$ cat src/hdl/wol_pkg.sv
// shared types and constants of the wavetable oscillator
package wol_pkg;

    // input command codes
    localparam logic [1:0] CMD_WRITE   = 2'd0;
    localparam logic [1:0] CMD_ADVANCE = 2'd1;
    localparam logic [1:0] CMD_LOOKUP  = 2'd2;

    // configuration register indexes
    localparam logic REG_TABLE_LENGTH = 1'b0;
    localparam logic REG_SAMPLE_RATE  = 1'b1;

    // field widths fixed by the interface
    localparam int CMD_W    = 2;
    localparam int WADDR_W  = 10;
    localparam int WVAL_W   = 16;
    localparam int FREQ_W   = 24;
    localparam int PHASE_W  = 32;
    localparam int TLEN_W   = 11;
    localparam int RATE_W   = 18;
    localparam int APB_AW   = 3;
    localparam int APB_DW   = 32;

    // reset values of the configuration registers
    localparam logic [TLEN_W-1:0] TLEN_RESET = 11'd1024;
    localparam logic [RATE_W-1:0] RATE_RESET = 18'd48000;

    // phase increment divider: dividend is the magnitude shifted up by 24
    localparam int FREQ_SHIFT = 24;
    localparam int DIV_STEPS  = FREQ_W + FREQ_SHIFT;
    localparam int DIV_CNT_W  = $clog2(DIV_STEPS);

    // queue between front and back
    localparam int QUEUE_DEPTH = 2;
    localparam int QUEUE_PTR_W = $clog2(QUEUE_DEPTH);
    localparam int QUEUE_CNT_W = $clog2(QUEUE_DEPTH + 1);

    // classified operation
    typedef enum logic [1:0] {
        OP_WRITE,
        OP_ADVANCE,
        OP_LOOKUP
    } op_t;

    // one classified item as it travels through the queue
    typedef struct packed {
        op_t                 op;
        logic                neg;
        logic [WADDR_W-1:0]  addr;
        logic [WVAL_W-1:0]   value;
        logic [PHASE_W-1:0]  arg;
    } item_t;

    // back end sequencer states
    typedef enum logic [2:0] {
        ST_IDLE,
        ST_POS,
        ST_ADDR,
        ST_RD_B,
        ST_DIFF,
        ST_MUL,
        ST_SUM,
        ST_DONE
    } back_state_t;

endpackage

$ cat src/hdl/wol_front.sv
// front end: accepts input items and classifies them for the back end
module wol_front #(
    parameter int TABLE_DEPTH = 1024
) (
    input  logic                           push,
    output logic                           full,
    input  logic [wol_pkg::CMD_W-1:0]      cmd,
    input  logic [wol_pkg::WADDR_W-1:0]    write_address,
    input  logic signed [wol_pkg::WVAL_W-1:0] write_value,
    input  logic signed [wol_pkg::FREQ_W-1:0] frequency,
    input  logic signed [wol_pkg::PHASE_W-1:0] at_phase,
    input  logic                           q_full,
    output logic                           q_push,
    output wol_pkg::item_t                 q_item
);

    logic keep;

    assign full = q_full;

    // classify the command and prepare its operands
    always_comb
    begin
        keep          = 1'b0;
        q_item.op     = wol_pkg::OP_WRITE;
        q_item.neg    = frequency[wol_pkg::FREQ_W-1];
        q_item.addr   = write_address;
        q_item.value  = write_value;
        q_item.arg    = '0;
        case (cmd)
            wol_pkg::CMD_WRITE:
            begin
                // writes beyond the table are dropped here
                keep      = (32'(write_address) < 32'(TABLE_DEPTH));
                q_item.op = wol_pkg::OP_WRITE;
            end
            wol_pkg::CMD_ADVANCE:
            begin
                // magnitude of the frequency, sign kept apart
                keep      = 1'b1;
                q_item.op = wol_pkg::OP_ADVANCE;
                if (frequency[wol_pkg::FREQ_W-1])
                begin
                    q_item.arg = 32'(~frequency + 24'sd1);
                end
                else
                begin
                    q_item.arg = 32'(frequency);
                end
            end
            wol_pkg::CMD_LOOKUP:
            begin
                // negative phase reads at zero, whole cycles drop out
                keep      = 1'b1;
                q_item.op = wol_pkg::OP_LOOKUP;
                if (!at_phase[wol_pkg::PHASE_W-1])
                begin
                    q_item.arg = {at_phase[23:0], 8'h00};
                end
            end
            default:
            begin
                keep = 1'b0;
            end
        endcase
    end

    assign q_push = push && !q_full && keep;

endmodule

$ cat config.mk
export PLATFORM = sky130hd
export DESIGN_NAME = wol_front
export DESIGN_NICKNAME = d
export VERILOG_FILES = /design/src/hdl/wol_pkg.sv /design/src/hdl/wol_front.sv
export SDC_FILE = /design/constraint.sdc
export NUM_CORES = 1
export LEC_CHECK = 0
export BUFFER_PORTS_ARGS = -buffer_cell sky130_fd_sc_hd__buf_2
export CORE_ASPECT_RATIO = 0.7
export CORE_MARGIN = 3
export CORE_UTILIZATION = 34
export DETAILED_ROUTE_END_ITERATION = 10
export PLACE_DENSITY_LB_ADDON = 0.25
export SYNTH_ARGS = -nofsm -noshare
export SYNTH_HDL_FRONTEND = slang
export SYNTH_SLANG_ARGS = --single-unit
$ cat constraint.sdc
create_clock -name vclk -period 2
set_input_delay 0.1 -clock vclk [all_inputs]
set_output_delay 0.1 -clock vclk [all_outputs]
set_load 0.02 [all_outputs]
== After elaboration in Yosys (flattened, before gate mapping) ==
Index checks and enable logic that the tools add are counted.
W data, S select, Z words.

* Muxes and demuxes: 5
* Bitwise gates (word level): 1
* $add $sub $neg: 1
* Reductions and logical operators: 5
* Equal/unequal tests: 2

{| class="wikitable"
|+ Operators by type and width
! operator !! count
|-
| $mux W32 || 2
|-
| $pmux W32 S2 || 1
|-
| $add A32 B2 Y32 const B || 1
|-
| $not A24 Y32 || 1
|-
| $pmux W2 S2 || 1
|-
| $reduce_or A3 Y1 || 1
|-
| $eq A2 B1 Y1 const B || 1
|-
| $eq A2 B2 Y1 const B || 1
|-
| $logic_and A1 B1 Y1 || 2
|-
| $logic_not A2 Y1 || 1
|-
| $logic_not A1 Y1 || 1
|-
| $mux W1 || 1
|}

* Output and inout bits: 63
* Input bits: 86
* Register bits: 0

== Longest topological paths before layout ==
* Depth after elaboration: 4
* Gate-level depth with buffers: 6
* Gate-level depth less buffers: 6

== Least setup slack after synthesis ==
No wires, ideal clock.

* Path kind: input port to output port
* From: input port frequency[4] (netlist bit)
* To: output port q_item[13] (netlist bit)
* Required time: 1.900 ns
* Path slack: 0.395 ns
* Arrival time: 1.505 ns
* Stages on the path: 5
* Buffers on the path: 0
* Path through: nor4_4 > nand4b_2 > o31ai_1 > xor2_1 > o21ai_0

{| class="wikitable"
|+ RTL lines
! item !! line !! text
|-
| start: declaration || wol_front.sv:10 || <nowiki>input logic signed [wol_pkg::FREQ_W-1:0] frequency,</nowiki>
|-
| end: declaration || wol_front.sv:14 || <nowiki>output wol_pkg::item_t q_item</nowiki>
|}

==> flow_metrics.tcl <==
set metrics [dict create \
    clock_buffer_count 0 \
    fmax_mhz 562.2 \
    hold_viol 0 \
    seqCellArea_um2 0 \
    critPathKind "in -> out" \
    dieHeight_um 52.46 \
    worst_slew_margin_rel_pct 68.46 \
    yosys.area.top_type "sky130_fd_sc_hd__buf_4" \
    grt_max_degree 25 \
    post-synth-top-count-cell "sky130_fd_sc_hd__buf_4" \
    avgSynthCellArea_um2 6.765 \
    die-area_um2 3797 \
    finalNonFillerCells 250 \
    synth.top_cells.by_count "28 x sky130_fd_sc_hd__buf_4, 23 x sky130_fd_sc_hd__nand2_1, 20 x sky130_fd_sc_hd__xor2_1" \
    buffer_ports.inserted 90 \
    route.vias.total 1168 \
    run_status "completed" \
    globalplace.congestion 0.7687 \
    post-synth-top-area-fraction_pct 20.05 \
    dp.cells 250 \
    post_cts.repair.setup_buffers 0 \
    setup.worst_path.end_class "output pin" \
    cp.arrival_ps 1680 \
    place_area_um2 1339 \
    number_of_antenna_violations_at_the_first_check_in_global_routing 0 \
    globalRouteOverflowTotal 0 \
    tns_ps 0 \
    holdBufCountCts 0 \
    layout-area-overhead-vs-synth_pct 27.68 \
    final_util_pct 46.77 \
    leakagePower_uw 0.0007465 \
    hold_path_end "q_item[37]" \
    dr.pass1.iters 4 \
    crit_fanout 7 \
    maxCapViolCount 0 \
    critPathLaunchType "primary input" \
    place.detailed.hpwl_mm 2.546 \
    critical_path.slowest_cell "sky130_fd_sc_hd__nor4_4" \
    unrepaired_setup_endpoints_after_global_routing "false" \
    synth_cells 155 \
    grt_first_pass_wirelength_mm 4.505 \
    critPathTopFamily "simple AND/OR/NAND/NOR gates" \
    placement_rows 16 \
    critical-path-max-stage-delay_ps 380 \
    drive_gt1_share_pct 47.20 \
    first_global_vias 1030 \
    grt_util_met1_pct 19.30 \
    yosys-top-cells-area "sky130_fd_sc_hd__buf_4 20%, sky130_fd_sc_hd__xor2_1 17%, sky130_fd_sc_hd__nand2_1 8.2%" \
    drc_errors 0 \
    drt-vias-per-instance 4.672 \
    max_slew.worst_pin.slew_ps 468.7 \
    ant_nets 0 \
    timing.hold.worst_path_depth 0 \
    synth-seq-area-share_pct 0 \
    core_area_um2 2863 \
    busiest_layer "met2" \
    pin_count 149 \
    critical-path-top-cell-by-count "sky130_fd_sc_hd__buf_2" \
    groute.layer.met3.usage_pct 2.490 \
    postSynthNetCount 246 \
    drt_iter0_markers 28 \
    fill_cells 301 \
    antenna-diode-count 0 \
    die_width_um 72.38 \
    n_sequential_cell 0 \
    wire_per_inst_um 12.04 \
    power_density_nw_per_um2 189.5 \
    setup_violations 0 \
    synth.lib_cells_used.distinct 25 \
    worst-endpoint-required_ps 1900 \
    maximum_vdd_drop_mv 0.06574 \
    worst_hold_slack_ps 200.0 \
    netlist_area_um2 1049 \
    timing.hold.worst.start "write_value[5]" \
    worst-path-buf-inv 2 \
    grt_util_all_layers_pct 14.00 \
    critPathLaunch "frequency[4]" \
    final_period_minus_worst_setup_slack_ps 1779 \
    hp-class "in -> out" \
    grtUsageMet2_pct 23.72 \
    stdcell_area_um2 1339 \
    cts_repair_resize_count 0 \
    final.period_utilization_pct 88.94 \
    critical_path.cell_chain "buf_2 -> nor4_4 -> nand4b_2 -> o41ai_2 -> xor2_1 -> o21ai_1 -> buf_2" \
    number_of_max_slew_violations_in_the_final_report 0 \
    initial_core_utilization_pct 36.63 \
    yosys_warnings 0 \
    finish.net_count 307 \
    drt_wl_total_mm 3.011 \
]
stage by stage:
| step | total power (uW) | setup WS, ps |
|---|---|---|
| 2_1_floorplan | 214.7 | 395.1 |
| 3_3_place_gp | 254.9 | 209.9 |
| 3_5_place_dp | 254.9 | 221.4 |
| 4_1_cts | 256.3 | 204.2 |
| 5_1_grt | 282.1 | 45.96 |
| 6_report | 253.8 | 221.2 |
cell usage in the layout, fill, tap and decap left out, drive strengths merged:
cell	count
nand3b	1
mux2i	1
nor3b	2
a22o	1
and2	8
nand2b	2
inv	5
xor2	20
nor4	4
nand4b	2
nor2b	1
o31ai	7
o41ai	3
nor2	11
nor4b	1
buf	93
o21ai	21
nand2	23
ha	5
or3	2
xnor2	1
worst max-delay path by stage:
stage          depth (start not counted)    endpoint
5_1_grt                                7  q_item[20]
3_5_place_dp                           7  q_item[21]
2_1_floorplan                          5  q_item[13]
6_report                               7  q_item[21]
4_1_cts                                7  q_item[20]
3_3_place_gp                           7  q_item[21]
power by group:
group | leakage [uW] | switching, uW | total [uW] | internal, uW
Combinational | 0.000747 | 146 | 254 | 108
Sequential | 0 | 0 | 0 | 0
Clock | 0 | 0 | 0 | 0
routing by layer:
metal	vias up	routed length (um)
met1	488	1398
li1	614	-
met4	0	12
met5	-	0
met3	6	313
met2	60	1286
kinds of logic (layout without fill, tap and decap cells):
family	Yosys count	count (layout)	share of synthesized area (%)
and+or+nand+nor	57	57	31.03
buffers and inverters	39	98	23.99
AOI/OAI and AO/OA	32	32	20.53
xor gates and xnor gates	21	21	17.54
adders and majority gates	5	5	5.967
muxes	1	1	0.9547
cell type report:
class              instances  area (um2)  share of cell area [%]
inverters                  5       18.77                   1.402
multi-input cells        116       802.0                   59.91
well taps                 36       45.04                   3.364
repair buffers            93       473.0                   35.33
Power figures use the tool's default switching activity.
