===== config.mk =====
export PLATFORM = sky130hd
export DESIGN_NAME = wol_div
export DESIGN_NICKNAME = d
export VERILOG_FILES = /design/src/hdl/wol_pkg.sv /design/src/hdl/wol_div.sv
export SDC_FILE = /design/constraint.sdc
export NUM_CORES = 1
export LEC_CHECK = 0
export BUFFER_PORTS_ARGS = -buffer_cell sky130_fd_sc_hd__buf_2
export CAP_MARGIN = 20
export CORE_MARGIN = 4
export CORE_UTILIZATION = 30
export CTS_CLUSTER_SIZE = 10
export DETAILED_ROUTE_END_ITERATION = 8
export PLACE_DENSITY = 0.49
export SLEW_MARGIN = 20
export SYNTH_ARGS = -nofsm -noshare
export SYNTH_HDL_FRONTEND = slang
export SYNTH_SLANG_ARGS = --single-unit

===== constraint.sdc =====
create_clock -name clk -period 4.5 [get_ports clk]
set_input_delay 0.675 -clock clk [delete_from_list [all_inputs] [get_ports clk]]
set_output_delay 0.675 -clock clk [all_outputs]
set_load 0.05 [all_outputs]

===== src/hdl/wol_pkg.sv =====
// shared types and constants of the wavetable oscillator
package wol_pkg;

    // input command codes
    localparam logic [1:0] CMD_WRITE   = 2'd0;
    localparam logic [1:0] CMD_ADVANCE = 2'd1;
    localparam logic [1:0] CMD_LOOKUP  = 2'd2;

    // configuration register indexes
    localparam logic REG_TABLE_LENGTH = 1'b0;
    localparam logic REG_SAMPLE_RATE  = 1'b1;

    // field widths fixed by the interface
    localparam int CMD_W    = 2;
    localparam int WADDR_W  = 10;
    localparam int WVAL_W   = 16;
    localparam int FREQ_W   = 24;
    localparam int PHASE_W  = 32;
    localparam int TLEN_W   = 11;
    localparam int RATE_W   = 18;
    localparam int APB_AW   = 3;
    localparam int APB_DW   = 32;

    // reset values of the configuration registers
    localparam logic [TLEN_W-1:0] TLEN_RESET = 11'd1024;
    localparam logic [RATE_W-1:0] RATE_RESET = 18'd48000;

    // phase increment divider: dividend is the magnitude shifted up by 24
    localparam int FREQ_SHIFT = 24;
    localparam int DIV_STEPS  = FREQ_W + FREQ_SHIFT;
    localparam int DIV_CNT_W  = $clog2(DIV_STEPS);

    // queue between front and back
    localparam int QUEUE_DEPTH = 2;
    localparam int QUEUE_PTR_W = $clog2(QUEUE_DEPTH);
    localparam int QUEUE_CNT_W = $clog2(QUEUE_DEPTH + 1);

    // classified operation
    typedef enum logic [1:0] {
        OP_WRITE,
        OP_ADVANCE,
        OP_LOOKUP
    } op_t;

    // one classified item as it travels through the queue
    typedef struct packed {
        op_t                 op;
        logic                neg;
        logic [WADDR_W-1:0]  addr;
        logic [WVAL_W-1:0]   value;
        logic [PHASE_W-1:0]  arg;
    } item_t;

    // back end sequencer states
    typedef enum logic [2:0] {
        ST_IDLE,
        ST_POS,
        ST_ADDR,
        ST_RD_B,
        ST_DIFF,
        ST_MUL,
        ST_SUM,
        ST_DONE
    } back_state_t;

endpackage


===== src/hdl/wol_div.sv =====
// restoring divider for the phase increment, one quotient bit per cycle
module wol_div (
    input  logic                          clk,
    input  logic                          rst_n,
    input  logic                          start,
    input  logic [wol_pkg::FREQ_W-1:0]    mag,
    input  logic [wol_pkg::RATE_W-1:0]    divisor,
    output logic                          busy,
    output logic [wol_pkg::PHASE_W-1:0]   quotient
);

    logic                                 busy_reg, busy_next;
    logic [wol_pkg::DIV_CNT_W-1:0]        cnt_reg, cnt_next;
    logic [wol_pkg::RATE_W-1:0]           rem_reg, rem_next;
    logic [wol_pkg::DIV_STEPS-1:0]        quo_reg, quo_next;
    logic [wol_pkg::RATE_W-1:0]           dvs_reg, dvs_next;
    logic [wol_pkg::RATE_W:0]             trial;

    assign busy     = busy_reg;
    assign quotient = quo_reg[wol_pkg::PHASE_W-1:0];
    assign trial    = {rem_reg, quo_reg[wol_pkg::DIV_STEPS-1]};

    // one shift and trial subtract per cycle
    always_comb
    begin
        busy_next = busy_reg;
        cnt_next  = cnt_reg;
        rem_next  = rem_reg;
        quo_next  = quo_reg;
        dvs_next  = dvs_reg;
        if (start)
        begin
            busy_next = 1'b1;
            cnt_next  = '0;
            rem_next  = '0;
            quo_next  = {mag, {wol_pkg::FREQ_SHIFT{1'b0}}};
            dvs_next  = divisor;
        end
        else if (busy_reg)
        begin
            if (trial >= {1'b0, dvs_reg})
            begin
                rem_next = wol_pkg::RATE_W'(trial - {1'b0, dvs_reg});
                quo_next = {quo_reg[wol_pkg::DIV_STEPS-2:0], 1'b1};
            end
            else
            begin
                rem_next = trial[wol_pkg::RATE_W-1:0];
                quo_next = {quo_reg[wol_pkg::DIV_STEPS-2:0], 1'b0};
            end
            cnt_next = cnt_reg + 1'b1;
            if (cnt_reg == wol_pkg::DIV_CNT_W'(wol_pkg::DIV_STEPS - 1))
            begin
                busy_next = 1'b0;
            end
        end
    end

    always_ff @(posedge clk or negedge rst_n)
    begin
        if (!rst_n)
        begin
            busy_reg <= 1'b0;
            cnt_reg  <= '0;
        end
        else
        begin
            busy_reg <= busy_next;
            cnt_reg  <= cnt_next;
        end
    end

    // datapath registers
    always_ff @(posedge clk)
    begin
        rem_reg <= rem_next;
        quo_reg <= quo_next;
        dvs_reg <= dvs_next;
    end

endmodule


# == Word level (Yosys, flattened, before mapping) ==
# Cells that the tools add are included.
# totals
reg_bits,91
latch_bits,0
ramBits,0
rom_bits,0
input_bits,45
output_inout_bits,33
wordCells,20
mem_count,0
# classes
n_addsub,2
multipliers,0
div,0
magnitude_cmp,1
n_eq_ne,1
n_shift,0
muxes,9
bitwise,0
reduce_logical,1
# ops
op,count
two-way mux 48 bit,2
greater-or-equal comparator 19 x 18 -> 1 bit,1
two-way mux 18 bit,1
subtractor 18 bit,1
two-way mux 6 bit,2
adder 6 x 1 -> 6 bit (second input constant),1
equality test 6 bit (second input constant),1
two-way mux 1 bit,4
nonzero test 2 bit,1

# == Logic depth before layout (Yosys ltp) ==
# logic_depth
ltp_word,4
depth_mapped,11
depth_no_buf,11

# == Worst setup path before layout ==
# Ideal clock, no wire load.
# synth_timing
path_type,reg-to-reg
from,register quo_reg[47] (netlist bit)
to,register rem_reg[12] (netlist bit)
setup_ns,0.086
t_arrival_ns,2.234
required_time_ns,4.414
path_slack_ns,2.181
stages_incl_launch_ff,12
n_path_buf,0
synth_period_minus_slack_ns,2.319
path_cell_list,edfxtp_1 -> inv_1 -> ha_1 -> inv_1 -> fa_1 -> a211oi_1 -> o211ai_1 -> a41oi_1 -> o21ai_0 -> xor2_1 -> mux2i_1 -> a211oi_1
# synth_via
elab_chain_cells,2
elab_cells_between_ends,3
cone_classes,add/sub: 1; order compare: 1; mux: 1
# synth_lines
item,line,rtl
"start, declared",wol_div.sv:15,"logic [wol_pkg::DIV_STEPS-1:0] quo_reg, quo_next;"
"start signal, assigned",wol_div.sv:77,quo_reg <= quo_next;
subtractor 18 bit or greater-or-equal comparator 19 x 18 -> 1 bit (tied branches),"wol_div.sv:43, wol_div.sv:41",
two-way mux 18 bit *,wol_div.sv:41,"if (trial >= {1'b0, dvs_reg})"
"end signal, assigned",wol_div.sv:76,rem_reg <= rem_next;
"end, declared",wol_div.sv:14,"logic [wol_pkg::RATE_W-1:0] rem_reg, rem_next;"
# Every way passes the cells marked *; elsewhere a longest branch is shown, timed or not.
# A chain may end at the register's enable or synchronous reset.

# == Worst setup path in the final report ==
# layout_timing
from,register dvs_reg[6] (netlist bit)
to,register rem_reg[5] (netlist bit)
# layout_via
elab_chain_cells,2
# layout_lines
item,line,rtl
"start, declared",wol_div.sv:16,"logic [wol_pkg::RATE_W-1:0] dvs_reg, dvs_next;"
"start signal, assigned",wol_div.sv:78,dvs_reg <= dvs_next;
greater-or-equal comparator 19 x 18 -> 1 bit,wol_div.sv:41,
two-way mux 18 bit,wol_div.sv:41,
# No other way between the ends.

==> reports/metrics.csv <==
metric,value,unit
post-synthesis cell count,438,
number of synthesis warnings,0,
"Slew Viols, Final",0,
final worst clock skew,0.006141,ns
worst hold-check path type,in -> async,
drt drc,0,
"Setup violations, final",0,
Comb power frac,0.315,
status,"complete, no violations",
vias in the first global route,3230,
Most common cell on crit path,nand2_1,
fill cell count,1532,
#FFs+latches synth,91,
Max VDD drop,171.7,µV
register area,2278,µm²
TNS Setup,0,ns
Hold WS,0.1516,ns
DRT antenna net count,0,
DRT iter0 DRCs,194,
"Critical Path, Cell by Cell",inv_1 -> ha_1 -> a21oi_1 -> nand2_1 -> o211ai_2 -> nand2_1 -> a2111oi_4 -> buf_4 -> mux2i_1 -> a211oi_1,
first-pass GRT wire length,16110,µm
clk slew on worst S/H paths,0.07,ns
Vias/cell,4.808,
CP arrival,2.89,ns
Clock power frac,0.289,
Mapped Area,4618,µm²
final wirelength,9602,µm
DR WL/cell,14.29,µm
syn_nets,503,
final net count,544,
Inserted Diodes,0,
pin count of the biggest net entering global routing,49,
GR Util All Layers,0.1130,
Post-synth top flop,edfxtp_1,
Critical Path Sink Type,flip-flop,
vias,3231,
row count,45,
post-synthesis sequential area ratio,0.4931,
CTS tree,done,
# IOs,78,
Fin. Hold Viols,0,
CTS root buf,clkbuf_16,
Area growth syn-to-layout,13.49,%
cts hold-fix bufs,0,
Core Area,15150,µm²
max FFs per register,48,
CP max stage cell,a2111oi_4,
Yosys cell types,45,
Pwr Density,502.0,nW/µm²
Tmin final,2.702,ns
CTS resizes,0,
most common cell in the netlist,nor2_1,
Worst Tran Pin Value,0.9405,ns
headroom to the max-slew limit,0.3723,
Synth top area share,0.2731,
RSZ-0062 raised after global routing,no,
mean post-synth cell area,10.54,µm²
postcts setup bufs,0,
r2r worst-path depth,10,
Port Buffer Count,77,
critical path type,reg -> reg,
Required @ worst endpoint,4.69,ns
DIE AREA,17440,µm²
Critical R2R Launch,dvs_reg[6],
sw frac,0.3305,
Clock Path Buffers,2,
Multi-input gate area,1938,µm²
clk_lat worst skew,0.34,ns
Internal,1.762,mW
TritonRoute pass-1 iters,4,
max_cap viols,0,
H-tree levels,3,
antenna violations before repair,0,
number of enable flip-flop cells after synthesis,42,
last weighted congestion value of the routability-driven placer,0.7793,
most area-hungry cell type in the Yosys netlist,edfxtp_1,
CTS buffer count,9,
Flop pwr share,0.397,
clock tree sinks,91,
fin crit share,0.6004,
Initial Util,0.3049,
dominant cells by area after synthesis,"edfxtp_1 (27%), dfxtp_1 (18%), mux2i_1 (8.0%)",
fmax,370.1,MHz
share of layout cells above drive strength 1,0.2107,
LEAKAGE,2.489,nW
"Largest stage delay, worst path",0.48,ns
"top cells by count, synth","nor2_1 (48), dfxtp_1 (42), edfxtp_1 (42)",
Async SR Flop Fraction,0.07692,
hpwl dp,6595,µm
chip width,132.1,µm
Die Span Y,132.1,µm
critical-path maximum fanout,21,
"Remaining Overflow, GRT",0,
sw power,0.8697,mW
CP Launch Type,flip-flop,
Crit. Startpoint,dvs_reg[6],
==> kinds of logic after synthesis <==
family                   Yosys count  synth area share
adder cells (fa/ha/maj)           20           0.05581
flip-flops                        91            0.4931
XOR/XNOR                          19           0.03603
multiplexers                      37           0.08020
AND/OR/NAND/NOR                   98           0.09158
AO/OA/AOI/OAI                    100            0.1555
buffers and inverters             73           0.08778
==> routing by layer <==
layer  track usage  wire, µm  vias up
li1              -         -     1618
met1        0.1532      4682     1542
met2        0.1725      4350       58
met3       0.03092       421       13
met4       0.04201       147        0
met5             0         0        -
==> worst max-delay path: cells and delay by family, from the launching register on <==
kind / cells / cell delay, ns
AO/OA/AOI/OAI: 4 / 0.96
buffers and inverters: 2 / 0.44
adder cells (fa/ha/maj): 1 / 0.36
flip-flops: 1 / 0.33
multiplexers: 1 / 0.25
AND/OR/NAND/NOR: 2 / 0.21
==> placed cells by master, fill, tap and decap left out, types with 9 or more instances in the layout <==
cell type	synthesis	layout
inv_1	23	23
mux2i_1	37	37
a21oi_1	18	18
edfxtp_1	42	42
o21ai_0	13	13
clkbuf_16	0	9
a22o_1	23	23
nand2_1	27	27
xor2_1	9	9
xnor2_1	10	10
dfxtp_1	42	42
buf_2	0	76
a211oi_1	11	11
nor2_1	48	48
ha_1	19	19
==> power groups by stage <==
| stage | clock, mW | sequential [mW] | combinational (mW) |
|---|---|---|---|
| detailed placement | 0 | 1.06 | 0.834 |
| floorplan | 0 | 1.04 | 0.697 |
| CTS | 0.787 | 1.04 | 0.838 |
| finish | 0.759 | 1.04 | 0.828 |
| global route | 0.823 | 1.06 | 0.936 |
| global placement | 0 | 1.06 | 0.834 |
==> layout make-up <==
type / count / area share
repair buffers: 80 / 0.07830
clock buffers: 11 / 0.04440
inverters: 23 / 0.01647
clock inverters: 5 / 0.01146
flip-flops and latches: 91 / 0.4347
well taps: 188 / 0.04488
multi-input cells: 274 / 0.3698
==> final timing paths <==
kind | slack, ns | endpoint
worst min-delay path | 0.15 | cnt_reg[4]
worst max-delay path | 1.80 | rem_reg[5]
worst max register to register | 1.80 | rem_reg[5]
worst min register to register | 0.47 | rem_reg[14]
max in group asynchronous | 4.18 | busy
min in group clk | 0.47 | rem_reg[14]
==> per-stage QoR <==
step	area, µm²	setup WS, ns	util	std cells	power (mW)
2_1_floorplan	4618	2.181	-	438	1.737
3_3_place_gp	4949	1.849	0.3267	656	1.894
3_5_place_dp	4949	1.778	0.3267	656	1.893
4_1_cts	5241	1.757	0.3461	672	2.669
5_1_grt	5241	1.540	0.3461	672	2.816
6_report	5241	1.798	0.3461	672	2.631
Note: power is estimated with default switching activity, not from simulation.
