--- config.mk ---
export PLATFORM = sky130hd
export DESIGN_NAME = wol_queue
export DESIGN_NICKNAME = d
export VERILOG_FILES = /design/src/hdl/wol_pkg.sv /design/src/hdl/wol_queue.sv
export SDC_FILE = /design/constraint.sdc
export NUM_CORES = 1
export LEC_CHECK = 0
export BUFFER_PORTS_ARGS = -buffer_cell sky130_fd_sc_hd__buf_2
export CAP_MARGIN = 40
export CORE_MARGIN = 4
export CORE_UTILIZATION = 56
export DETAILED_ROUTE_END_ITERATION = 6
export PLACE_DENSITY = 0.84
export SYNTH_ARGS = -nofsm -noshare
export SYNTH_HDL_FRONTEND = slang
export SYNTH_SLANG_ARGS = --single-unit
--- constraint.sdc ---
create_clock -name clk -period 10.05 [get_ports clk]
set_clock_uncertainty 0.05 [all_clocks]
set_input_delay 2.01 -clock clk [delete_from_list [all_inputs] [get_ports clk]]
set_output_delay 2.01 -clock clk [all_outputs]
set_load 0.02 [all_outputs]
--- src/hdl/wol_pkg.sv ---
// shared types and constants of the wavetable oscillator
package wol_pkg;

    // input command codes
    localparam logic [1:0] CMD_WRITE   = 2'd0;
    localparam logic [1:0] CMD_ADVANCE = 2'd1;
    localparam logic [1:0] CMD_LOOKUP  = 2'd2;

    // configuration register indexes
    localparam logic REG_TABLE_LENGTH = 1'b0;
    localparam logic REG_SAMPLE_RATE  = 1'b1;

    // field widths fixed by the interface
    localparam int CMD_W    = 2;
    localparam int WADDR_W  = 10;
    localparam int WVAL_W   = 16;
    localparam int FREQ_W   = 24;
    localparam int PHASE_W  = 32;
    localparam int TLEN_W   = 11;
    localparam int RATE_W   = 18;
    localparam int APB_AW   = 3;
    localparam int APB_DW   = 32;

    // reset values of the configuration registers
    localparam logic [TLEN_W-1:0] TLEN_RESET = 11'd1024;
    localparam logic [RATE_W-1:0] RATE_RESET = 18'd48000;

    // phase increment divider: dividend is the magnitude shifted up by 24
    localparam int FREQ_SHIFT = 24;
    localparam int DIV_STEPS  = FREQ_W + FREQ_SHIFT;
    localparam int DIV_CNT_W  = $clog2(DIV_STEPS);

    // queue between front and back
    localparam int QUEUE_DEPTH = 2;
    localparam int QUEUE_PTR_W = $clog2(QUEUE_DEPTH);
    localparam int QUEUE_CNT_W = $clog2(QUEUE_DEPTH + 1);

    // classified operation
    typedef enum logic [1:0] {
        OP_WRITE,
        OP_ADVANCE,
        OP_LOOKUP
    } op_t;

    // one classified item as it travels through the queue
    typedef struct packed {
        op_t                 op;
        logic                neg;
        logic [WADDR_W-1:0]  addr;
        logic [WVAL_W-1:0]   value;
        logic [PHASE_W-1:0]  arg;
    } item_t;

    // back end sequencer states
    typedef enum logic [2:0] {
        ST_IDLE,
        ST_POS,
        ST_ADDR,
        ST_RD_B,
        ST_DIFF,
        ST_MUL,
        ST_SUM,
        ST_DONE
    } back_state_t;

endpackage

--- src/hdl/wol_queue.sv ---
// two-entry queue decoupling the front end from the back end
module wol_queue (
    input  logic           clk,
    input  logic           rst_n,
    input  logic           push,
    input  wol_pkg::item_t item_in,
    output logic           full,
    input  logic           pop,
    output wol_pkg::item_t item_out,
    output logic           empty
);

    wol_pkg::item_t                      entry_reg [wol_pkg::QUEUE_DEPTH];
    logic [wol_pkg::QUEUE_PTR_W-1:0]     wr_ptr_reg, wr_ptr_next;
    logic [wol_pkg::QUEUE_PTR_W-1:0]     rd_ptr_reg, rd_ptr_next;
    logic [wol_pkg::QUEUE_CNT_W-1:0]     count_reg, count_next;
    logic                                do_push, do_pop;

    assign full     = (count_reg == wol_pkg::QUEUE_CNT_W'(wol_pkg::QUEUE_DEPTH));
    assign empty    = (count_reg == '0);
    assign do_push  = push && !full;
    assign do_pop   = pop && !empty;
    assign item_out = entry_reg[rd_ptr_reg];

    // pointer and fill count update
    always_comb
    begin
        wr_ptr_next = wr_ptr_reg;
        rd_ptr_next = rd_ptr_reg;
        count_next  = count_reg;
        if (do_push)
        begin
            wr_ptr_next = wr_ptr_reg + 1'b1;
        end
        if (do_pop)
        begin
            rd_ptr_next = rd_ptr_reg + 1'b1;
        end
        if (do_push && !do_pop)
        begin
            count_next = count_reg + 1'b1;
        end
        else if (do_pop && !do_push)
        begin
            count_next = count_reg - 1'b1;
        end
    end

    always_ff @(posedge clk or negedge rst_n)
    begin
        if (!rst_n)
        begin
            wr_ptr_reg <= '0;
            rd_ptr_reg <= '0;
            count_reg  <= '0;
        end
        else
        begin
            wr_ptr_reg <= wr_ptr_next;
            rd_ptr_reg <= rd_ptr_next;
            count_reg  <= count_next;
        end
    end

    // entry storage
    always_ff @(posedge clk)
    begin
        if (do_push)
        begin
            entry_reg[wr_ptr_reg] <= item_in;
        end
    end

endmodule

After elaboration in Yosys (flattened, before gate mapping) --
Memories as Yosys holds them, arrays and structs flattened. Cells that the tools add are included.
Cells by class: $add $sub $neg 4, equal/unequal tests 1, multiplexer cells 4, reduce and logical (&&, ||, !) cells 10
Operator list (count):
- 1-bit logical AND | 4
- 1-bit logical NOT | 4
- 2-bit two-way mux | 2
- 1-bit adder (second input constant) | 2
- 2-bit by 1-bit adder with 2-bit output (second input constant) | 1
- 2-bit equality test (second input constant) | 1
- 2-bit logical NOT | 1
- 1-bit two-way mux | 2
- 2-bit nonzero test | 1
- 2-bit by 1-bit subtractor with 2-bit output (second input constant) | 1
Word-level totals: flip-flop bits (word level) 4, memory bits (writable) 122, input bits 65, output and inout bits 63, logic and storage cells 23, memories kept 1
Memory list:
- entry_reg | words 2, width 61, read ports 1, clocked after memory_dff 0, write ports 1, line wol_queue.sv:13 | wol_pkg::item_t entry_reg [wol_pkg::QUEUE_DEPTH];

Logic depth before layout (Yosys ltp) --
Gate-level depths: netlist of run 1.
depth after elaboration 7, gate-level depth with buffers 7, gate-level depth less buffers 7

Least setup slack after synthesis of run 1 --
Ideal clock, no wire load.
kind input -> register, start point input push, end point memory entry_reg[0][0] (netlist name), enable pin, setup time 0.480 ns, data arrival time 4.651 ns, required time 9.520 ns, path slack 4.869 ns, stages on the path 2, path buffers 0, cells stage by stage nand2_1 nor2_1
On the way: longest elaborated chain between the ends 3
Ends and longest elaborated chain:
- from (decl) | line wol_queue.sv:5 | input logic push,
- 1-bit logical AND | line wol_queue.sv:21 | assign do_push = push && !full;
- 1-bit two-way mux | line wol_queue.sv:68 | if (do_push)
- 1-bit two-way mux (not written as such) | line wol_queue.sv:70 | entry_reg[wr_ptr_reg] <= item_in;
- to (decl) | line wol_queue.sv:13
Every way passes these cells.

==> reports/metrics.cfg, run 1 <==
[drt]
via_per_inst = 5.05
wirelength_mm = 8.20
first_iter_violations = 105
drc = 0
wl_met2_mm = 4.39
vias = 2363
wire_per_inst_um = 17.5
first_pass_iters = 4
met3_length_um = 563
final_antenna_net_count = 0
met1Wirelength_mm = 3.13
routed.top_layer = met5

[timing]
hold_viol = 0
slew_violations = 0
period_needed_ns = 4.20
timing.final.crit_share_pct = 41.8
worst_slew_pin_slew_ns = 0.757
maxSlewHeadroom_pct = 49.4
rsz0062_at_grt = no
setup_tns_ns = 0
fmax_mhz = 238
setup_violations = 0

[die]
die_x_um = 102
rows = 33
start_util_pct = 58.5
coreArea_mm2 = 0.00838
top_level_ports = 128
die_h_um = 102
dieArea_mm2 = 0.0103

[setup_path]
r2r_slack_ns = 7.72
cp-startpoint = rd_ptr_reg
crit_required_ns = 7.99
worstRegToRegCells = 4
critical_path_class = flip-flop to output pin
worst_setup_path_start_kind = flip-flop
end_kind = output pin
r2r-end = entry_reg[0][60]
crit_end = item_out[53]
critical_path_arrival_ns = 2.14
crit_path_max_fanout = 32
regToRegStartpoint = count_reg[0]

[synthesis]
ys_seq_area_share_pct = 76.8
yosysWarnings = 0
synth.area.top_cells = edfxtp_1 (75%), mux2_4 (18%), buf_12 (2.5%)
synth_cell_type_count = 15
synthesis.instances = 209
synth.avg_cell_area_um2 = 23.4
ys_ff_latch = 126
synth.mux.area_fraction_pct = 18.5
synth_fa_ha_area_share_pct = 0.255
synth_compound_area_share_pct = 0.102
synth_xor_xnor_area_share_pct = 0.894
synthSimpleGateAreaFrac_pct = 0.562
synth_top_family_by_area = multiplexers
yosysTopAreaCell = edfxtp_1
syn-num-nets = 275
synth_top_area_share_pct = 74.8
syn_area_mm2 = 0.00490

[final_layout]
n_fill_cell = 534
stdcell_area_mm2 = 0.00617
multi_input_comb_area_mm2 = 0.00101
syn_to_final_growth_pct = 26.0
final_util_pct = 73.7
regArea_mm2 = 0.00377
drive_above_1_share_pct = 61.2
largest_reg_flops = 122
stdcell_count = 468
nets = 417
diodes = 0
layout_common_cells = buf_2 (127), edfxtp_1 (122), mux2_4 (59)
mostFrequentLayoutCell = buf_2

[clock_tree]
cts_max_level = 4
clk_pin_slew_ns = 0.06
clockRootBuffer = clkbuf_8
cts_setup_buffers = 0
clock_latency_ns = 0.50
postCtsHoldBufs = 0
cts_buffers = 17
cts_num_sinks = 126
ctsLongestPathBuffers = 2
post_cts_resize_count = 0
cts_tree = yes

[global_route]
grt_overflow = 0
track_usage_pct = 16.5
grt_max_degree = 37
antenna_found_initial = 2
grt_pass1_vias = 2504
grt_pass1_wl_mm = 12.3

[worst_hold_path]
hp-class = flip-flop to flip-flop
hold_depth = 1

[run]
drv_cap = 0

[power_and_ir_drop]
ir_drop_uv = 236
pwr_density_cell_mw_per_mm2 = 327
p_leak_nw = 2.54

[place]
portBuffers = 127
place_area_mm2 = 0.00558
hpwl_mm = 5.51
gp_congestion = 0.677
placedCellCount = 437

[status]
status = finished, final reports clean

## how the worst min path moves through the flow
stage,start,endpoint
after floorplan,wr_ptr_reg,wr_ptr_reg
after global placement,count_reg[1],count_reg[1]
after detailed placement,count_reg[1],count_reg[1]
after CTS,wr_ptr_reg,wr_ptr_reg
after global routing,wr_ptr_reg,wr_ptr_reg
final,wr_ptr_reg,wr_ptr_reg
## report_power, final
group / switching, W / leakage, nW / internal, W
combinational: 0.000336 / 1.07 / 0.000291
sequential: 0.0000697 / 1.18 / 0.000722
clock: 0.000203 / 0.289 / 0.000398
total: 0.000609 / 2.54 / 0.00141
## per-stage QoR
step | hold WS (ns) | power, W | worst slack (ns)
after floorplan | 0.411 | 0.00131 | 4.87
after global placement | 0.455 | 0.00142 | 6.22
after detailed placement | 0.482 | 0.00144 | 6.20
after CTS | 0.500 | 0.00204 | 5.78
after global routing | 0.514 | 0.00211 | 5.74
final | 0.498 | 0.00202 | 5.85
## routing by layer
metal  vias up  GRT usage, %
met5         -             0
li1       1116             -
met1      1138          18.3
met2        94          28.3
met4         4          7.06
met3        11          6.61
## cells in the mapped netlist
cell type / instances
nand2b_1: 1
inv_1: 2
o21ai_1: 1
and3_1: 1
xor2_1: 2
buf_12: 6
edfxtp_1: 122
ha_1: 1
mux2_2: 2
buf_6: 1
nor2_1: 3
mux2_4: 59
xnor2_1: 3
dfrtp_1: 4
nand2_1: 1
## final cells by class
type	count	area share, %
flip-flops and latches	126	61.0
inverters	2	0.122
multi-input cells	74	16.3
repair buffers	130	10.9
clock inverters	13	2.80
clock buffers	18	6.77
well taps	105	2.13
## critical path: stages (launching register included)
cell and delay [ns]:
dfrtp_4 0.80, buf_12 0.33, mux2_4 0.32, buf_2 0.16
## kinds of logic after synthesis
kind of cell / after synthesis
xor+xnor: 5
fa+ha+maj: 1
mux: 61
buf+inv: 9
compound gates: 1
simple gates: 6
flops: 126
Note: power is estimated with default switching activity, not from simulation.
==> run 2, diff against run 1 <==
--- a/config.mk
+++ b/config.mk
@@ -8,9 +8,9 @@
 export BUFFER_PORTS_ARGS = -buffer_cell sky130_fd_sc_hd__buf_2
 export CAP_MARGIN = 40
 export CORE_MARGIN = 4
-export CORE_UTILIZATION = 56
+export CORE_UTILIZATION = 52
 export DETAILED_ROUTE_END_ITERATION = 6
-export PLACE_DENSITY = 0.84
+export PLACE_DENSITY = 0.79
 export SYNTH_ARGS = -nofsm -noshare
 export SYNTH_HDL_FRONTEND = slang
 export SYNTH_SLANG_ARGS = --single-unit
==> constraint.sdc (replaced) <==
create_clock -name clk -period 4.4 [get_ports clk]
set_clock_uncertainty 0.05 [all_clocks]
set_input_delay 0.88 -clock clk [delete_from_list [all_inputs] [get_ports clk]]
set_output_delay 0.88 -clock clk [all_outputs]
set_load 0.02 [all_outputs]
==> reports/metrics.cfg, run 2 (synthesis gave the netlist of run 1 again) <==
[status]
status = finished, final reports clean  ; unchanged

[setup_path]
r2r-end = entry_reg[1][58]  ; was entry_reg[0][60]
critical_path_class = flip-flop to output pin  ; unchanged
crit_end = item_out[11]  ; was item_out[53]
worst_setup_path_start_kind = flip-flop  ; unchanged
cp-startpoint = rd_ptr_reg  ; unchanged
worstRegToRegCells = 3  ; was 4
crit_required_ns = 3.47  ; was 7.99 ns
crit_path_max_fanout = 41  ; was 32
r2r_slack_ns = 2.24  ; was 7.72 ns
end_kind = output pin  ; unchanged
critical_path_arrival_ns = 2.08  ; was 2.14 ns
regToRegStartpoint = count_reg[0]  ; unchanged

[drt]
wire_per_inst_um = 16.7  ; was 17.5 µm
first_pass_iters = 4  ; unchanged
via_per_inst = 4.92  ; was 5.05
first_iter_violations = 109  ; was 105
wirelength_mm = 7.92  ; was 8.20 mm
final_antenna_net_count = 0  ; unchanged
drc = 0  ; unchanged
vias = 2339  ; was 2363

[run]
drv_cap = 0  ; unchanged

[clock_tree]
cts_num_sinks = 126  ; unchanged
cts_buffers = 17  ; unchanged
clk_pin_slew_ns = 0.06  ; about the same
ctsLongestPathBuffers = 2  ; unchanged
post_cts_resize_count = 0  ; unchanged
cts_tree = yes  ; unchanged
clock_latency_ns = 0.51  ; was 0.50 ns
clockRootBuffer = clkbuf_8  ; unchanged
postCtsHoldBufs = 0  ; unchanged
cts_setup_buffers = 0  ; unchanged
cts_max_level = 4  ; unchanged

[final_layout]
drive_above_1_share_pct = 61.8  ; was 61.2%
nets = 418  ; was 417
layout_common_cells = buf_2 (127), edfxtp_1 (122), mux2_4 (59)  ; unchanged
mostFrequentLayoutCell = buf_2  ; unchanged
diodes = 0  ; unchanged
largest_reg_flops = 122  ; unchanged
final_util_pct = 67.6  ; was 73.7%
stdcell_area_mm2 = 0.00621  ; was 0.00617 mm²
multi_input_comb_area_mm2 = 0.00101  ; unchanged
syn_to_final_growth_pct = 26.8  ; was 26.0%
regArea_mm2 = 0.00377  ; unchanged
n_fill_cell = 620  ; was 534

[place]
place_area_mm2 = 0.00561  ; was 0.00558 mm²
dp_slack_ns = 1.83  ; was 6.20 ns
portBuffers = 127  ; unchanged
hpwl_mm = 5.31  ; was 5.51 mm
gp_congestion = 0.661  ; was 0.677

[global_route]
grtUsageMet3_pct = 5.87  ; was 6.61%
grt_overflow = 0  ; unchanged
track_usage_pct = 15.2  ; was 16.5%
busiest_layer = met2  ; unchanged
grt_pass1_wl_mm = 12.6  ; was 12.3 mm
grt_pass1_vias = 2524  ; was 2504
grt_max_degree = 42  ; was 37
use_met1_pct = 17.9  ; was 18.3%
grt_use_met2_pct = 24.8  ; was 28.3%
antenna_found_initial = 0  ; was 2

[die]
die_h_um = 105  ; was 102 µm
rows = 35  ; was 33
dieArea_mm2 = 0.0110  ; was 0.0103 mm²
coreArea_mm2 = 0.00920  ; was 0.00838 mm²
top_level_ports = 128  ; unchanged
die_x_um = 105  ; was 102 µm
start_util_pct = 53.3  ; was 58.5%

[power_and_ir_drop]
p_leak_nw = 2.54  ; about the same
pwr_density_cell_mw_per_mm2 = 749  ; was 327 mW/mm²
ir_drop_uv = 419  ; was 236 µV

[timing]
worst_slack_ns = 1.39  ; was 5.85 ns
slew_violations = 0  ; unchanged
timing.final.crit_share_pct = 68.3
rsz0062_at_grt = no  ; unchanged
setup_violations = 0  ; unchanged
period_needed_ns = 3.01
setup_tns_ns = 0  ; unchanged
maxSlewHeadroom_pct = 51.5  ; was 49.4%
hold_viol = 0  ; unchanged
fmax_mhz = 333
fin_hold_ws_ns = 0.115  ; was 0.498 ns
worst_slew_pin_slew_ns = 0.725  ; was 0.757 ns

[worst_hold_path]
hp-class = primary input to asynchronous set/reset pin  ; was flip-flop to flip-flop

run 2: cell types whose count changed in the layout (fill, tap and decap cells not counted), sizes merged:
cell	change
clkinv	-4
clkinvlp	+4
buf	+1
clkbuf	-1
inv	+1
run 2: how the worst min path moves through the flow:
stage	from	end	cells after the start
4_1_cts	rst_n	count_reg[0]	1
6_report	rst_n	count_reg[0]	1
5_1_grt	rst_n	count_reg[0]	1
3_3_place_gp	count_reg[1]	count_reg[1]	1
2_1_floorplan	wr_ptr_reg	wr_ptr_reg	1
3_5_place_dp	count_reg[1]	count_reg[1]	1
run 2: critical path: stages (launching register included):
cell and delay (ns):
dfrtp_4 0.71, buf_16 0.33, mux2_4 0.34, buf_2 0.16
run 2: power breakdown:
| group | internal (W) | leakage, nW | switching, W | total [W] |
|---|---|---|---|---|
| registers | 0.00165 | 1.18 | 0.000133 | 0.00178 |
| logic | 0.000675 | 1.08 | 0.000787 | 0.00146 |
| clock network | 0.000915 | 0.280 | 0.000493 | 0.00141 |
run 2: cell type report:
type                    instances  area share (%)
clock buffers                  17            6.67
clock inverters                14            3.10
inverters                       2           0.121
multi-input cells              74            16.2
flip-flops and latches        126            60.6
well taps                     111            2.24
repair buffers                131            11.0
run 2: through the flow:
step	instances	total power, W
after CTS	475	0.00471
after detailed placement	444	0.00329
after global routing	475	0.00487
after floorplan	209	0.00298
final	475	0.00465
after global placement	443	0.00325
run 2: metal layers:
layer  share of wire [%]  vias to the layer above
met1                  41                     1120
li1                    -                     1108
met2                  50                       97
met4                 1.6                        0
met5                   0                        -
met3                 7.3                       14
==> run 3, diff against run 2 <==
--- a/config.mk
+++ b/config.mk
@@ -5,6 +5,7 @@
 export SDC_FILE = /design/constraint.sdc
 export NUM_CORES = 1
 export LEC_CHECK = 0
+export ABC_AREA = 1
 export BUFFER_PORTS_ARGS = -buffer_cell sky130_fd_sc_hd__buf_2
 export CAP_MARGIN = 40
 export CORE_MARGIN = 4
==> constraint.sdc (replaced) <==
create_clock -name clk -period 3.1 [get_ports clk]
set_clock_uncertainty 0.05 [all_clocks]
set_input_delay 0.62 -clock clk [delete_from_list [all_inputs] [get_ports clk]]
set_output_delay 0.62 -clock clk [all_outputs]
set_load 0.02 [all_outputs]
==> reports/metrics.cfg, run 3 <==
[synthesis]
yosysWarnings = 0  ; unchanged
synthFlopType = edfxtp_1  ; unchanged
yosys-top-cells-count = nand2_1 (192), edfxtp_1 (122), buf_4 (7)  ; was edfxtp_1 (122), mux2_4 (59), buf_12 (6)
yosysMostFrequentCell = nand2_1  ; was edfxtp_1
syn-num-nets = 416  ; was 275
synth.avg_cell_area_um2 = 13.4  ; was 23.4 µm²
synth_top_area_share_pct = 78.4  ; was 74.8%
async_flop_share_pct = 3.17  ; unchanged
syn_area_mm2 = 0.00467  ; was 0.00490 mm²
synthesis.instances = 350  ; was 209
ys_ff_latch = 126  ; unchanged
synth.area.top_cells = edfxtp_1 (78%), nand2_1 (15%), dfrtp_1 (2.1%)  ; was edfxtp_1 (75%), mux2_4 (18%), buf_12 (2.5%)
yosysTopAreaCell = edfxtp_1  ; unchanged
ys_seq_area_share_pct = 80.5  ; was 76.8%
synth-edff-count = 122  ; unchanged
synth_cell_type_count = 17  ; was 15

[final_layout]
regArea_mm2 = 0.00376  ; was 0.00377 mm²
syn_to_final_growth_pct = 28.2  ; was 26.8%
mostFrequentLayoutCell = nand2_1  ; was buf_2
nets = 554  ; was 418
multi_input_comb_area_um2 = 803  ; was 0.00101 mm²
diodes = 0  ; unchanged
n_fill_cell = 593  ; was 620
largest_reg_flops = 122  ; unchanged
layout_common_cells = nand2_1 (192), buf_2 (127), edfxtp_1 (122)  ; was buf_2 (127), edfxtp_1 (122), mux2_4 (59)
drive_above_1_share_pct = 33.1  ; was 61.8%
stdcell_area_mm2 = 0.00599  ; was 0.00621 mm²

[drt]
first_pass_iters = 5  ; was 4
drc = 0  ; unchanged
wirelength_mm = 8.80  ; was 7.92 mm
first_iter_violations = 146  ; was 109
final_antenna_net_count = 0  ; unchanged
vias = 2976  ; was 2339
wire_per_inst_um = 14.4  ; was 16.7 µm
via_per_inst = 4.89  ; was 4.92

[global_route]
grt_pass1_wl_mm = 13.5  ; was 12.6 mm
antenna_found_initial = 0  ; unchanged
grt_pass1_vias = 2822  ; was 2524
grt_overflow = 0  ; unchanged
track_usage_pct = 17.4  ; was 15.2%
grt_max_degree = 63  ; was 42

[status]
status = finished, final reports clean  ; unchanged

[setup_path]
end_kind = output pin  ; unchanged
crit_path_max_fanout = 62  ; was 41
worstRegToRegCells = 5  ; was 3
critical_path_arrival_ns = 1.89  ; was 2.08 ns
crit_required_ns = 2.43  ; was 3.47 ns
worst_setup_path_start_kind = flip-flop  ; unchanged
r2r-end = entry_reg[0][1]  ; was entry_reg[1][58]
regToRegStartpoint = count_reg[0]  ; unchanged
cp-startpoint = rd_ptr_reg  ; unchanged
critical_path_class = flip-flop to output pin  ; unchanged
r2r_slack_ns = 1.21  ; was 2.24 ns

[die]
top_level_ports = 128  ; unchanged
coreArea_mm2 = 0.00872  ; was 0.00920 mm²
start_util_pct = 53.6  ; was 53.3%
dieArea_mm2 = 0.0106  ; was 0.0110 mm²
die_x_um = 103  ; was 105 µm
die_h_um = 103  ; was 105 µm
rows = 34  ; was 35

[place]
portBuffers = 127  ; unchanged
hpwl_mm = 5.60  ; was 5.31 mm
gp_congestion = 0.718  ; was 0.661
place_area_mm2 = 0.00541  ; was 0.00561 mm²

[clock_tree]
cts_setup_buffers = 0  ; unchanged
cts_max_level = 4  ; unchanged
clockRootBuffer = clkbuf_8  ; unchanged
clock_latency_ns = 0.50  ; was 0.51 ns
postCtsHoldBufs = 1  ; was 0
ctsLongestPathBuffers = 2  ; unchanged
post_cts_resize_count = 0  ; unchanged
cts_num_sinks = 126  ; unchanged
clk_pin_slew_ns = 0.06  ; about the same
cts_tree = yes  ; unchanged
cts_buffers = 17  ; unchanged

[worst_hold_path]
whs_endpoint = entry_reg[0][43]
hold_depth = 1
hp-class = primary input to flip-flop  ; was primary input to asynchronous set/reset pin
hp-start = item_in[43]

[timing]
timing.final.crit_share_pct = 82.5
rsz0062_at_grt = no  ; unchanged
setup_tns_ns = 0  ; unchanged
slew_violations = 0  ; unchanged
maxSlewHeadroom_pct = 55.3  ; was 51.5%
hold_viol = 0  ; unchanged
period_needed_ns = 2.56
setup_violations = 0  ; unchanged
fmax_mhz = 391
worst_slew_pin_slew_ns = 0.670  ; was 0.725 ns

[power_and_ir_drop]
ir_drop_uv = 605  ; was 419 µV
p_leak_nw = 2.63  ; was 2.54 nW
power_w = 0.00638  ; was 0.00465 W
pwr_density_cell_mw_per_mm2 = 1060  ; was 749 mW/mm²

[run]
drv_cap = 0  ; unchanged

run 3: cell types whose count changed after synthesis, moves of 2 or more:
| cell | delta |
|---|---|
| buf_12 | -6 |
| buf_2 | +6 |
| buf_4 | +7 |
| inv_1 | +4 |
| mux2_2 | -2 |
| mux2_4 | -59 |
| nand2_1 | +191 |
| xnor2_1 | -2 |
| xor2_1 | -2 |
run 3: through the flow:
| stage | setup WS [ns] | instances | hold WS (ns) | utilization, % |
|---|---|---|---|---|
| detailed placement | 0.950 | 576 | 0.382 | 62.1 |
| CTS | 0.495 | 609 | 0.227 | 68.7 |
| floorplan | 0.339 | 350 | 0.274 | - |
| global placement | 1.01 | 576 | 0.381 | 62.1 |
| global route | 0.403 | 609 | 0.221 | 68.7 |
| finish | 0.543 | 609 | 0.247 | 68.7 |
run 3: logic make-up after synthesis:
| logic type | count (synthesis) | synth area share [%] |
|---|---|---|
| AO/OA/AOI/OAI | 2 | 0.214 |
| XOR/XNOR | 1 | 0.187 |
| adder cells (fa/ha/maj) | 1 | 0.268 |
| buffers and inverters | 21 | 2.46 |
| flip-flops | 126 | 80.5 |
| AND/OR/NAND/NOR | 199 | 16.4 |
run 3: power by group:
group / internal, W / switching (W)
Sequential: 0.00233 / 0.000103
Clock: 0.00121 / 0.000667
Combinational: 0.000578 / 0.00149
run 3: per-layer routing:
| metal | track usage (%) | part of all wire (%) | up-vias |
|---|---|---|---|
| met5 | 0 | 0 | - |
| met4 | 5.98 | 0.97 | 0 |
| met3 | 6.02 | 6.8 | 10 |
| met2 | 30.1 | 52 | 95 |
| met1 | 20.3 | 40 | 1413 |
| li1 | - | - | 1458 |
run 3: final cells by class:
cell class / count / share of cell area, %
sequential: 126 / 62.8
clock inverter: 13 / 2.46
inverter: 8 / 0.543
clock buffer: 19 / 7.04
tap: 108 / 2.25
multi-input combinational: 203 / 13.4
timing repair buffer: 132 / 11.5
run 3: worst max-delay path by stage:
stage	endpoint	depth (start not counted)
floorplan	entry_reg[1][0]	2
global placement	entry_reg[0][2]	6
detailed placement	entry_reg[0][0]	6
CTS	item_out[42]	4
global route	item_out[59]	4
finish	item_out[42]	4
run 3: critical path, cell delays in order, from the launching register on:
cell and delay (ns):
dfrtp_2 0.38, buf_4 0.55, nand2_1 0.14, nand2_1 0.12
buf_2 0.17
